[src/hw/rtl/injection_chain_tracker_assert.svh]
// assertion macros shared by the tracker modules
// the enclosing module provides clk_i and rst_ni
`ifndef INJECTION_CHAIN_TRACKER_ASSERT_SVH
`define INJECTION_CHAIN_TRACKER_ASSERT_SVH

`ifndef SYNTHESIS
`define ICT_ASSERT(lbl, prop, msg) \
  lbl: assert property (@(posedge clk_i) disable iff (!rst_ni) prop) else $error(msg);
`define ICT_ASSERT_ALWAYS(lbl, prop, msg) \
  lbl: assert property (@(posedge clk_i) prop) else $error(msg);
`else
`define ICT_ASSERT(lbl, prop, msg)
`define ICT_ASSERT_ALWAYS(lbl, prop, msg)
`endif

`endif

[src/hw/rtl/ict_pkg.sv]
`timescale 1ns / 1ps

package ict_pkg;

  localparam int unsigned TABLE_SLOTS = 32;
  localparam int unsigned IDX_W       = $clog2(TABLE_SLOTS);
  localparam int unsigned SCAN_W      = $clog2(TABLE_SLOTS + 1);
  localparam logic [SCAN_W-1:0] SCAN_END = SCAN_W'(TABLE_SLOTS);
  localparam logic [IDX_W-1:0]  LAST_IDX = IDX_W'(TABLE_SLOTS - 1);

  localparam int unsigned CNT_W     = 6;
  localparam int unsigned CFG_IDX_W = 3;
  localparam int unsigned CFG_W     = 32;
  localparam int unsigned IN_W      = 160;
  localparam int unsigned OUT_W     = 104;

  typedef enum logic [CFG_IDX_W-1:0] {
    CFG_ENABLE   = 3'd0,
    CFG_WINDOW   = 3'd1,
    CFG_OPEN     = 3'd2,
    CFG_PARTIAL  = 3'd3,
    CFG_COMPLETE = 3'd4
  } cfg_idx_e;

  localparam logic [31:0]      WINDOW_RST   = 32'd10000;
  localparam logic [31:0]      OPEN_RST     = 32'd1;
  localparam logic [CNT_W-1:0] PARTIAL_RST  = 6'd3;
  localparam logic [CNT_W-1:0] COMPLETE_RST = 6'd5;

  typedef struct packed {
    logic [31:0] caller;
    logic [31:0] target;
    logic [63:0] last_time;
    logic [31:0] mask;
    logic        psent;
    logic        csent;
  } entry_t;

  localparam int unsigned ENTRY_W = $bits(entry_t);

  typedef struct packed {
    logic load;
    logic scan;
    logic merge;
    logic count;
    logic commit;
  } ict_cmd_t;

  typedef struct packed {
    logic ignore;
    logic scan_done;
    logic proceed;
    logic stall;
  } ict_stat_t;

  function automatic logic [CNT_W-1:0] popcount32(input logic [31:0] v);
    logic [CNT_W-1:0] sum;
    logic [2:0]       nib;
    sum = '0;
    for (int i = 0; i < 8; i++) begin
      nib = 3'(v[4*i]) + 3'(v[4*i+1]) + 3'(v[4*i+2]) + 3'(v[4*i+3]);
      sum = sum + CNT_W'(nib);
    end
    return sum;
  endfunction

endpackage

[src/hw/rtl/ict_ctrl.sv]
`timescale 1ns / 1ps
`include "injection_chain_tracker_assert.svh"

module ict_ctrl import ict_pkg::*; (
  input  logic      clk_i,
  input  logic      rst_ni,
  input  logic      in_valid_i,
  output logic      in_ready_o,
  input  ict_stat_t stat_i,
  output ict_cmd_t  cmd_o
);

  typedef enum logic [4:0] {
    ST_IDLE   = 5'b00001,
    ST_SCAN   = 5'b00010,
    ST_MERGE  = 5'b00100,
    ST_COUNT  = 5'b01000,
    ST_COMMIT = 5'b10000
  } ict_state_e;

  ict_state_e state_q, state_d;

  always_comb begin
    state_d = state_q;
    unique case (state_q)
      ST_IDLE: begin
        if (in_valid_i && !stat_i.ignore) state_d = ST_SCAN;
      end
      ST_SCAN: begin
        if (stat_i.scan_done) state_d = ST_MERGE;
      end
      ST_MERGE: begin
        // no hit and not an opening stage: nothing to update
        state_d = stat_i.proceed ? ST_COUNT : ST_IDLE;
      end
      ST_COUNT: begin
        state_d = ST_COMMIT;
      end
      ST_COMMIT: begin
        if (!stat_i.stall) state_d = ST_IDLE;
      end
      default: state_d = ST_IDLE;
    endcase
  end

  always_ff @(posedge clk_i or negedge rst_ni) begin
    if (!rst_ni) begin
      state_q <= ST_IDLE;
    end else begin
      state_q <= state_d;
    end
  end

  assign in_ready_o   = (state_q == ST_IDLE);
  assign cmd_o.load   = (state_q == ST_IDLE) && in_valid_i;
  assign cmd_o.scan   = (state_q == ST_SCAN);
  assign cmd_o.merge  = (state_q == ST_MERGE);
  assign cmd_o.count  = (state_q == ST_COUNT);
  assign cmd_o.commit = (state_q == ST_COMMIT) && !stat_i.stall;

  `ICT_ASSERT(a_stall_holds, (state_q == ST_COMMIT && stat_i.stall) |=> (state_q == ST_COMMIT),
              "commit left while the result register was blocked")
  `ICT_ASSERT(a_scan_exit, (state_q == ST_SCAN && stat_i.scan_done) |=> (state_q == ST_MERGE),
              "scan did not hand over to merge")
  `ICT_ASSERT_ALWAYS(a_reset_idle, $rose(rst_ni) |-> (state_q == ST_IDLE && !cmd_o.commit),
                     "controller not idle out of reset")

endmodule

[config.mk]
export PLATFORM = sky130hd
export DESIGN_NAME = ict_ctrl
export DESIGN_NICKNAME = d
export VERILOG_FILES = /design/src/hw/rtl/ict_pkg.sv /design/src/hw/rtl/ict_ctrl.sv
export VERILOG_INCLUDE_DIRS = /design/src /design/src/hw/rtl
export SDC_FILE = /design/constraint.sdc
export NUM_CORES = 1
export LEC_CHECK = 0
export BUFFER_PORTS_ARGS = -buffer_cell sky130_fd_sc_hd__buf_2
export CELL_PAD_IN_SITES_DETAIL_PLACEMENT = 1
export CELL_PAD_IN_SITES_GLOBAL_PLACEMENT = 2
export CORE_AREA = 10 10 47 49
export CTS_CLUSTER_SIZE = 20
export DETAILED_ROUTE_END_ITERATION = 12
export DIE_AREA = 0 0 57 59
export GPL_TIMING_DRIVEN = 0
export MAX_ROUTING_LAYER = met4
export PLACE_DENSITY_LB_ADDON = 0.15
export SYNTH_ARGS = -nofsm -noshare
export SYNTH_HDL_FRONTEND = slang
export SYNTH_SLANG_ARGS = --single-unit
[constraint.sdc]
create_clock -name clk_i -period 2.7 [get_ports clk_i]
set_clock_uncertainty 0.1 [all_clocks]
set_input_delay 0.135 -clock clk_i [delete_from_list [all_inputs] [get_ports clk_i]]
set_output_delay 0.135 -clock clk_i [all_outputs]
set_load 0.1 [all_outputs]
==> results of run 1 <==
==> per-stage QoR <==
| step | hold slack (ps) | area, um2 |
|---|---|---|
| after floorplan | -260.6 | 331.6 |
| final | 45.43 | 447.9 |
| after global placement | -148.4 | 411.6 |
| after global routing | 52.99 | 447.9 |
| after CTS | 39.17 | 447.9 |
| after detailed placement | -145.9 | 411.6 |
==> cell usage after synthesis (all sizes together) <==
| library cell | n |
|---|---|
| a2bb2oi | 1 |
| a21oi | 2 |
| nand4b | 1 |
| nor4b | 1 |
| buf | 1 |
| xnor2 | 1 |
| or3 | 1 |
| nand3b | 1 |
| dfstp | 1 |
| nor2 | 4 |
| nand3 | 1 |
| nor3b | 2 |
| nand2b | 1 |
| a31oi | 1 |
| dfrtp | 4 |
| and3 | 2 |
| and2 | 2 |
| o21ai | 2 |
| inv | 3 |
| a32o | 1 |
| nor3 | 1 |
==> worst paths after layout <==
path	start	end	slack [ps]	depth (start not counted)
max in group asynchronous	rst_ni	state_q[0]	2150	2
max reg2reg	state_q[2]	state_q[4]	1320	3
min reg2reg	state_q[1]	state_q[2]	580	2
min	stat_i[2]	state_q[2]	50	3
max	state_q[2]	cmd_o[0]	660	3
min in group asynchronous	rst_ni	state_q[2]	140	2
==> kinds of logic (layout without fill, tap and decap cells) <==
group                     count (synthesis)  in the layout  synth area share [%]
xor gates and xnor gates                  1              1                 2.767
buffers and inverters                     4             21                 7.114
AOI/OAI and AO/OA                         7              7                 14.23
DFF                                       5              5                 39.92
and+or+nand+nor                          17             17                 35.97
==> report_power, final <==
| part | leakage [nW] | internal [W] | switching (W) | total (W) |
|---|---|---|---|---|
| sequential | 0.0657 | 0.0000934 | 0.0000143 | 0.000108 |
| clock | 0.0150 | 0.0000558 | 0.0000292 | 0.0000850 |
| combinational | 0.140 | 0.0000832 | 0.000202 | 0.000285 |
==> layer usage <==
layer	GRT usage, %	wire, um	share of wire, %	up-vias
met5	-	0	0	-
met2	9.612	440	43	17
met3	1.717	66	6.5	5
met1	7.323	472	47	149
li1	-	-	-	156
met4	8.054	32	3.2	0
==> repair_timing <==
action                    4_1_cts  5_1_grt
setup buffers                   0        0
hold buffers                    1        0
hold endpoints to repair        5        0
==> cell usage in the layout, fill, tap and decap left out, types with 2 or more instances in the layout <==
cell | netlist | layout
a21oi_1 | 2 | 2
clkbuf_4 | 0 | 3
buf_2 | 0 | 12
inv_1 | 3 | 3
dfrtp_1 | 4 | 4
o21ai_0 | 2 | 2
and2_1 | 2 | 2
nor2_1 | 4 | 4
==> worst max-delay path, stage by stage, from the launching register on <==
cell and delay, ps:
dfrtp_1 440, or3_4 440, nor4b_4 210, buf_2 460
==> area by class of cell <==
cell class                 count  area (um2)  area share, %
sequential                     5       126.4          28.21
buffer                         1       11.26          2.514
inverter                       3       11.26          2.514
multi-input combinational     25       182.7          40.78
timing repair buffer          13       70.07          15.64
tap                           16       20.02          4.469
clock buffer                   4       26.28          5.866
==> results.sh, run 1 <==
export IMPL_grt_antenna_before_repair=0
export IMPL_setup_tns_ps=0
export IMPL_core_um2=1401
export IMPL_nFillCells=181
export IMPL_drc=0
export IMPL_grt_remaining_overflow=0
export IMPL_cts_path_max_buffers=2
export IMPL_place_gp_congestion=0.7293
export IMPL_reg_top3="state_q (5)"
export IMPL_cts_tree="done"
export IMPL_viasPerCell=4.881
export IMPL_root_buffer="clkbuf_4"
export IMPL_drtPass1Iterations=2
export IMPL_drv_slew=0
export IMPL_synth_avg_cell_area_um2=9.310
export IMPL_setup_viol=0
export IMPL_num_rows=14
export IMPL_path_clk_slew_ps=40
export IMPL_dp_cells=62
export IMPL_cts_resized_gates=0
export IMPL_io_buffers=12
export IMPL_routed_wl_mm=1.012
export IMPL_dpl_hpwl_um=826.5
export IMPL_hp_class="in -> reg"
export IMPL_cts_buffers=3
export IMPL_num_antenna_cells=0
export IMPL_yosysSeqAreaShare_pct=39.92
export IMPL_syn_num_nets=41
export IMPL_start_kind="register"
export IMPL_drt_first_iter_violations=2
export IMPL_largest_register_ff_count=5
export IMPL_start_util_pct=22.59
export IMPL_antenna_left=0
export IMPL_relSlewSlack_pct=67.19
export IMPL_grt_pass1_wl_mm=1.718
export IMPL_drive_above_1_share_pct=41.18
export IMPL_grt_pass1_vias=373
export IMPL_synth_top_area_cell="dfrtp_1"
export IMPL_io_pin_count=13
export IMPL_post_route_min_period_ps=2035
export IMPL_p_leak_nw=0.2204
export IMPL_top_register="state_q"
export IMPL_nets=59
export IMPL_wl_per_cell_um=15.10
export IMPL_powerDensity_nw_per_um2=1066
export IMPL_final_cells=67
export IMPL_grt_max_degree=9
export IMPL_clk_latency_ps=240
export IMPL_pre_cts_slack_ps=922.8
export IMPL_yosys_warnings=0
export IMPL_synth_top_area_share_pct=31.62
export IMPL_status="finished clean"
export IMPL_syn_inst=34
export IMPL_cp_required_ps=2470
export IMPL_synth_distinct_cells=23
export IMPL_synth_seq_cells=5
export IMPL_area_delta_synth_final_pct=41.50
export IMPL_final_core_util_pct=31.96
export IMPL_worstSetupPathType="reg -> out"
export IMPL_die_area_um2=3363
export IMPL_die_x_um=57
export IMPL_report_final_hold_viol_count=0
export IMPL_power_w=0.0004777
export IMPL_crit_path_end_kind="output port"
export IMPL_cp_max_fo=6
export IMPL_post_route_period_util_pct=75.38
export IMPL_grt_setup_unrepaired="false"
export IMPL_tightest_slew_ps=495.5
export IMPL_crit_arrival_ps=1800
export IMPL_die_h_um=59
export IMPL_max_freq_mhz=491.3
export IMPL_synth_area_um2=316.6
export IMPL_grt_usage_pct=6.913
export IMPL_synth_area_leaders="dfrtp_1 32%, dfstp_2 8.3%, nor2_1 4.7%"
export IMPL_ir_drop_v=0.0005265
export IMPL_cts_sinks=5
export IMPL_cap_violations=0
export IMPL_htree_levels=1
export IMPL_routed_via_count=327
export IMPL_layout_setup_ws_ps=664.7
Power figures use the tool's default switching activity.
==> run 2: changes to the inputs <==
- ABC_AREA: not set -> 1
- CORE_AREA: 10 10 47 49 -> not set
- CORE_MARGIN: not set -> 10
- CORE_UTILIZATION: not set -> 19
- DIE_AREA: 0 0 57 59 -> not set
- clock period: 2.7 -> 1.81 ns (I/O delays scaled with it)
==> run 2 against run 1 <==
Setup slack worse by 550 ps. Highest routed layer unchanged. Sequential power increased by 67%. Register-to-register slack got worse by 850 ps. Global-route usage is 1.1 points lower. Largest power group unchanged. Non-clock buffer count did not move. Critical path depth up 3.
==> results.sh, run 2 <==
export IMPL_status="finished clean"
export IMPL_yosysMostFrequentCell="nand2_1"
export IMPL_powerDensity_nw_per_um2=1912
export IMPL_p_seq_share_pct=18.8
export IMPL_synth_top_area_share_pct=29.85
export IMPL_top_register="state_q"
export IMPL_hp_class="in -> reg"
export IMPL_synth_avg_cell_area_um2=6.449
export IMPL_layout_common_cells="12 x nand2_1, 11 x inv_1, 8 x nor2_1, 8 x buf_2, 5 x clkbuf_4"
export IMPL_ir_drop_v=0.001122
export IMPL_post_route_min_period_ps=1695
export IMPL_yosysSeqAreaShare_pct=37.69
export IMPL_reg_top3="state_q (5)"
export IMPL_crit_path_end_kind="output port"
export IMPL_cts_buffers=3
export IMPL_p_comb_share_pct=66.8
export IMPL_num_rows=15
export IMPL_start_kind="register"
export IMPL_path_cells="inv_2 > nand2_2 > nor2_2 > nand2_1 > inv_1 > buf_2"
export IMPL_postCtsSetupBuffers=0
export IMPL_die_area_um2=3845
export IMPL_io_pin_count=13
export IMPL_clockPowerShare_pct=14.4
export IMPL_synth_distinct_cells=15
export IMPL_dp_cells=89
export IMPL_core_um2=1708
export IMPL_syn_inst=52
export IMPL_root_buffer="clkbuf_4"
export IMPL_drc=0
export IMPL_dpl_hpwl_um=805.8
export IMPL_p_switching_w=0.0005762
export IMPL_setup_tns_ps=0
export IMPL_cts_path_max_buffers=2
export IMPL_report_final_hold_viol_count=0
export IMPL_post_route_period_util_pct=93.66
export IMPL_synth_seq_cells=5
export IMPL_nFillCells=224
export IMPL_min_delay_start="stat_i[2]"
export IMPL_synth_area_leaders="dfrtp_1 30%, nand2_1 13%, inv_1 12%"
export IMPL_drt_first_iter_violations=1
export IMPL_r2r_start="state_q[0]"
export IMPL_nets=78
export IMPL_drive_above_1_share_pct=37.14
export IMPL_synth_top_area_cell="dfrtp_1"
export IMPL_cp_required_ps=1620
export IMPL_r2r_end="state_q[1]"
export IMPL_viasPerCell=3.832
export IMPL_tightest_slew_ps=488.0
export IMPL_area_delta_synth_final_pct=49.25
export IMPL_reg2reg_slack_ps=470
export IMPL_synth_area_um2=335.3
export IMPL_p_int_w=0.0003808
export IMPL_cap_violations=0
export IMPL_cpMaxStageDelayCell="buf_2"
export IMPL_num_antenna_cells=0
export IMPL_path_clk_slew_ps=50
export IMPL_wl_per_cell_um=9.916
export IMPL_final_cells=95
export IMPL_layout_commonest_cell="nand2_1"
export IMPL_htree_levels=1
export IMPL_die_h_um=62.01
export IMPL_cp_max_fo=3
export IMPL_grt_max_degree=6
export IMPL_setup_viol=0
export IMPL_cts_tree="done"
export IMPL_place_gp_congestion=0.7140
export IMPL_worstRegToRegCells=7
export IMPL_cts_sinks=5
export IMPL_grt_usage_pct=5.817
export IMPL_grt_pass1_vias=372
export IMPL_synth_flop_cell="dfrtp_1"
export IMPL_yosys_warnings=0
export IMPL_crit_arrival_ps=1500
export IMPL_worstSetupPathType="reg -> out"
export IMPL_clk_latency_ps=250
export IMPL_grt_setup_unrepaired="false"
export IMPL_die_x_um=62.01
export IMPL_ys_top_cells_by_count="12 x nand2_1, 11 x inv_1, 9 x nor2_1, 4 x dfrtp_1, 3 x nor2_2"
export IMPL_synth_edf_count=0
export IMPL_relSlewSlack_pct=67.69
export IMPL_swShare_pct=60.21
export IMPL_cpPeakStageDelay_ps=410
export IMPL_routed_via_count=364
export IMPL_synth_async_reset_ratio_pct=100.0
export IMPL_hold_path_depth=4
export IMPL_drtPass1Iterations=4
export IMPL_grt_remaining_overflow=0
export IMPL_start_util_pct=19.63
export IMPL_max_freq_mhz=589.9
export IMPL_routed_wl_um=942
export IMPL_syn_num_nets=59
export IMPL_grt_antenna_before_repair=0
export IMPL_drv_slew=0
export IMPL_io_buffers=12
export IMPL_holdPathEnd="state_q[1]"
export IMPL_antenna_left=0
export IMPL_largest_register_ff_count=5
export IMPL_grt_pass1_wl_mm=1.504
export IMPL_p_leak_nw=0.2967
[run 2: power groups by stage]
stage	clock (W)	sequential, W	combinational, W
global route	0.000151	0.000186	0.000693
global placement	0	0.000184	0.000632
finish	0.000138	0.000180	0.000639
detailed placement	0	0.000182	0.000626
floorplan	0	0.000175	0.000526
CTS	0.000143	0.000181	0.000647
[run 2: metal layers]
metal | global-route usage, % | routed length, um | vias to the layer above
met5 | - | 0 | -
met2 | 8.626 | 443 | 8
li1 | - | - | 189
met3 | 3.252 | 58 | 4
met1 | 5.434 | 414 | 163
met4 | 4.777 | 27 | 0
[run 2: final cells by class]
cell class              instances  area, um2  area share, %
inverters                      13      48.80          9.750
multi-input cells              34      177.7          35.50
repair buffers                 14      90.09          18.00
clock buffers                   4      26.28          5.250
flip-flops and latches          5      126.4          25.25
well taps                      25      31.28          6.250
[run 2: logic make-up after synthesis]
family	count (synthesis)	synth area share, %
compound gates	2	2.982
buf+inv	13	14.55
flops	5	37.69
simple gates	32	44.77
[run 2: through the flow]
stage | util [%] | instance area [um2] | setup WS (ps) | power, W | hold WS, ps
6_report | 29.30 | 500.5 | 114.7 | 0.0009570 | 47.36
3_5_place_dp | 26.01 | 444.2 | 271.3 | 0.0008080 | -187.5
2_1_floorplan | - | 352.8 | 32.67 | 0.0007014 | -305.1
5_1_grt | 29.30 | 500.5 | 17.56 | 0.001030 | 75.50
3_3_place_gp | 26.01 | 444.2 | 261.1 | 0.0008165 | -189.7
4_1_cts | 29.01 | 495.5 | 28.18 | 0.0009708 | 49.50
[run 2: worst max-delay path by stage]
stage                from        to  slack (ps)
5_1_grt        state_q[1]  cmd_o[0]          20
3_5_place_dp   state_q[0]  cmd_o[4]         270
4_1_cts        state_q[1]  cmd_o[1]          30
2_1_floorplan  state_q[1]  cmd_o[0]          30
6_report       state_q[2]  cmd_o[3]         110
3_3_place_gp   state_q[0]  cmd_o[4]         260
[run 2: what timing repair did]
item | CTS | global route
cloned | 0 | 0
hold buffers | 2 | 0
gates resized for setup | 2 | 2
endpoints found under the setup margin | 2 | 2
hold endpoints to repair | 6 | 0
[run 2: critical path: cells and delay by family, from the launching register on]
kind | cells | cell delay [ps]
buffers and inverters | 3 | 540
flip-flops | 1 | 390
AND/OR/NAND/NOR | 3 | 320
==> run 3: changes to the inputs <==
- RECOVER_POWER: not set -> 100
==> run 3 against run 2 <==
Register-to-register slack got worse by 110 ps. Non-clock buffer count unchanged. Clock power about the same. Critical path type unchanged.
==> results.sh, run 3 (synthesis gave the netlist of run 2 again) <==
export IMPL_place_gp_congestion=0.7140
export IMPL_clk_latency_ps=250
export IMPL_report_final_hold_viol_count=0
export IMPL_p_switching_w=0.0005681
export IMPL_relSlewSlack_pct=67.69
export IMPL_io_pin_count=13
export IMPL_p_comb_share_pct=66.3
export IMPL_largest_register_ff_count=5
export IMPL_dpl_hpwl_um=805.8
export IMPL_p_int_w=0.0003745
export IMPL_start_util_pct=19.63
export IMPL_grt_setup_unrepaired="false"
export IMPL_cp_required_ps=1620
export IMPL_nets=78
export IMPL_min_delay_start="stat_i[2]"
export IMPL_layout_commonest_cell="nand2_1"
export IMPL_worstRegToRegCells=7
export IMPL_crit_arrival_ps=1500
export IMPL_tightest_slew_ps=488.0
export IMPL_drt_first_iter_violations=1
export IMPL_core_um2=1708
export IMPL_postCtsSetupBuffers=0
export IMPL_viasPerCell=3.821
export IMPL_num_antenna_cells=0
export IMPL_final_core_util_pct=28.79
export IMPL_p_leak_nw=0.2927
export IMPL_max_freq_mhz=589.9
export IMPL_htree_levels=1
export IMPL_reg2reg_slack_ps=360
export IMPL_grt_antenna_before_repair=0
export IMPL_fin_area_um2=491.7
export IMPL_crit_path_end_kind="output port"
export IMPL_nFillCells=225
export IMPL_ir_drop_v=0.001105
export IMPL_antenna_left=0
export IMPL_path_cells="inv_2 > nand2_2 > nor2_2 > nand2_1 > inv_1 > buf_2"
export IMPL_grt_usage_pct=5.817
export IMPL_cts_buffers=3
export IMPL_post_route_period_util_pct=93.66
export IMPL_hold_path_depth=4
export IMPL_grt_max_degree=6
export IMPL_status="finished clean"
export IMPL_cts_sinks=5
export IMPL_dpl_instance_area_um2=444.2
export IMPL_cpMaxStageDelayCell="buf_2"
export IMPL_drive_above_1_share_pct=34.29
export IMPL_routed_via_count=363
export IMPL_setup_viol=0
export IMPL_die_area_um2=3845
export IMPL_holdPathEnd="state_q[1]"
export IMPL_cts_tree="done"
export IMPL_cap_violations=0
export IMPL_area_delta_synth_final_pct=46.64
export IMPL_die_h_um=62.01
export IMPL_path_clk_slew_ps=50
export IMPL_worstSetupPathType="reg -> out"
export IMPL_io_buffers=12
export IMPL_grt_remaining_overflow=0
export IMPL_routed_wl_um=948
export IMPL_layout_common_cells="12 x nand2_1, 11 x inv_1, 9 x nor2_1"
export IMPL_r2r_start="state_q[0]"
export IMPL_root_buffer="clkbuf_4"
export IMPL_powerDensity_nw_per_um2=1917
export IMPL_reg_top3="state_q (5)"
export IMPL_hp_class="in -> reg"
export IMPL_clockPowerShare_pct=14.5
export IMPL_r2r_end="state_q[1]"
export IMPL_drv_slew=0
export IMPL_drc=0
export IMPL_p_seq_share_pct=19.1
export IMPL_post_route_min_period_ps=1695
export IMPL_num_rows=15
export IMPL_cp_max_fo=3
export IMPL_start_kind="register"
export IMPL_wl_per_cell_um=9.979
export IMPL_die_x_um=62.01
export IMPL_setup_tns_ps=0
export IMPL_cts_path_max_buffers=2
export IMPL_grt_pass1_vias=372
export IMPL_drtPass1Iterations=4
export IMPL_cpPeakStageDelay_ps=410
export IMPL_top_register="state_q"
export IMPL_grt_pass1_wl_mm=1.504
export IMPL_swShare_pct=60.27
-- run 3: cell count changes in the layout (fill, tap and decap cells not counted) --
| cell | previous run | this run |
|---|---|---|
| nor2_4 | 1 | 0 |
| nor2_1 | 8 | 9 |
| buf_2 | 8 | 7 |
| clkbuf_1 | 1 | 2 |
| clkbuf_4 | 5 | 6 |
| buf_4 | 2 | 1 |
-- run 3: how the worst max path moves through the flow --
| stage | startpoint | to | cells past startpoint | slack (ps) |
|---|---|---|---|---|
| detailed placement | state_q[0] | cmd_o[4] | 5 | 270 |
| finish | state_q[2] | cmd_o[3] | 6 | 110 |
| global route | state_q[1] | cmd_o[0] | 4 | 20 |
| CTS | state_q[1] | cmd_o[1] | 6 | 30 |
| floorplan | state_q[1] | cmd_o[0] | 3 | 30 |
| global placement | state_q[0] | cmd_o[4] | 5 | 260 |
-- run 3: area by class of cell --
class | instances | area (um2) | share of cell area (%)
flip-flops and latches | 5 | 126.4 | 25.70
clock buffers | 4 | 26.28 | 5.344
multi-input cells | 34 | 170.2 | 34.61
repair buffers | 14 | 88.84 | 18.07
well taps | 25 | 31.28 | 6.361
inverters | 13 | 48.80 | 9.924
-- run 3: timing repair --
action                                  4_1_cts  5_1_grt
resized for setup                             2        2
endpoints found under the setup margin        2        2
hold buffers                                  2        0
endpoints found under the hold margin         6        0
-- run 3: critical path: cells and delay by family (launching register included) --
family        cells  cell delay, ps
flops             1             390
buf+inv           3             540
simple gates      3             320
-- run 3: layer usage --
| metal | vias to the layer above | share of wire, % | global-route usage, % |
|---|---|---|---|
| li1 | 189 | - | - |
| met3 | 4 | 6.1 | 3.252 |
| met4 | 0 | 2.8 | 4.777 |
| met2 | 8 | 47 | 8.626 |
| met5 | - | 0 | - |
| met1 | 162 | 44 | 5.434 |
-- run 3: per-stage QoR --
step	total power (W)	setup slack, ps	instances	hold WS [ps]
final	0.0009426	114.8	95	47.89
after detailed placement	0.0008080	271.3	89	-187.5
after global routing	0.001017	17.56	95	75.50
after global placement	0.0008165	261.1	89	-189.7
after CTS	0.0009708	28.18	95	49.50
after floorplan	0.0007014	32.67	52	-305.1
-- run 3: power groups by stage --
stage | registers (W) | clock network [W] | logic (W)
CTS | 0.000181 | 0.000143 | 0.000647
global route | 0.000186 | 0.000151 | 0.000680
finish | 0.000180 | 0.000137 | 0.000625
global placement | 0.000184 | 0 | 0.000632
floorplan | 0.000175 | 0 | 0.000526
detailed placement | 0.000182 | 0 | 0.000626
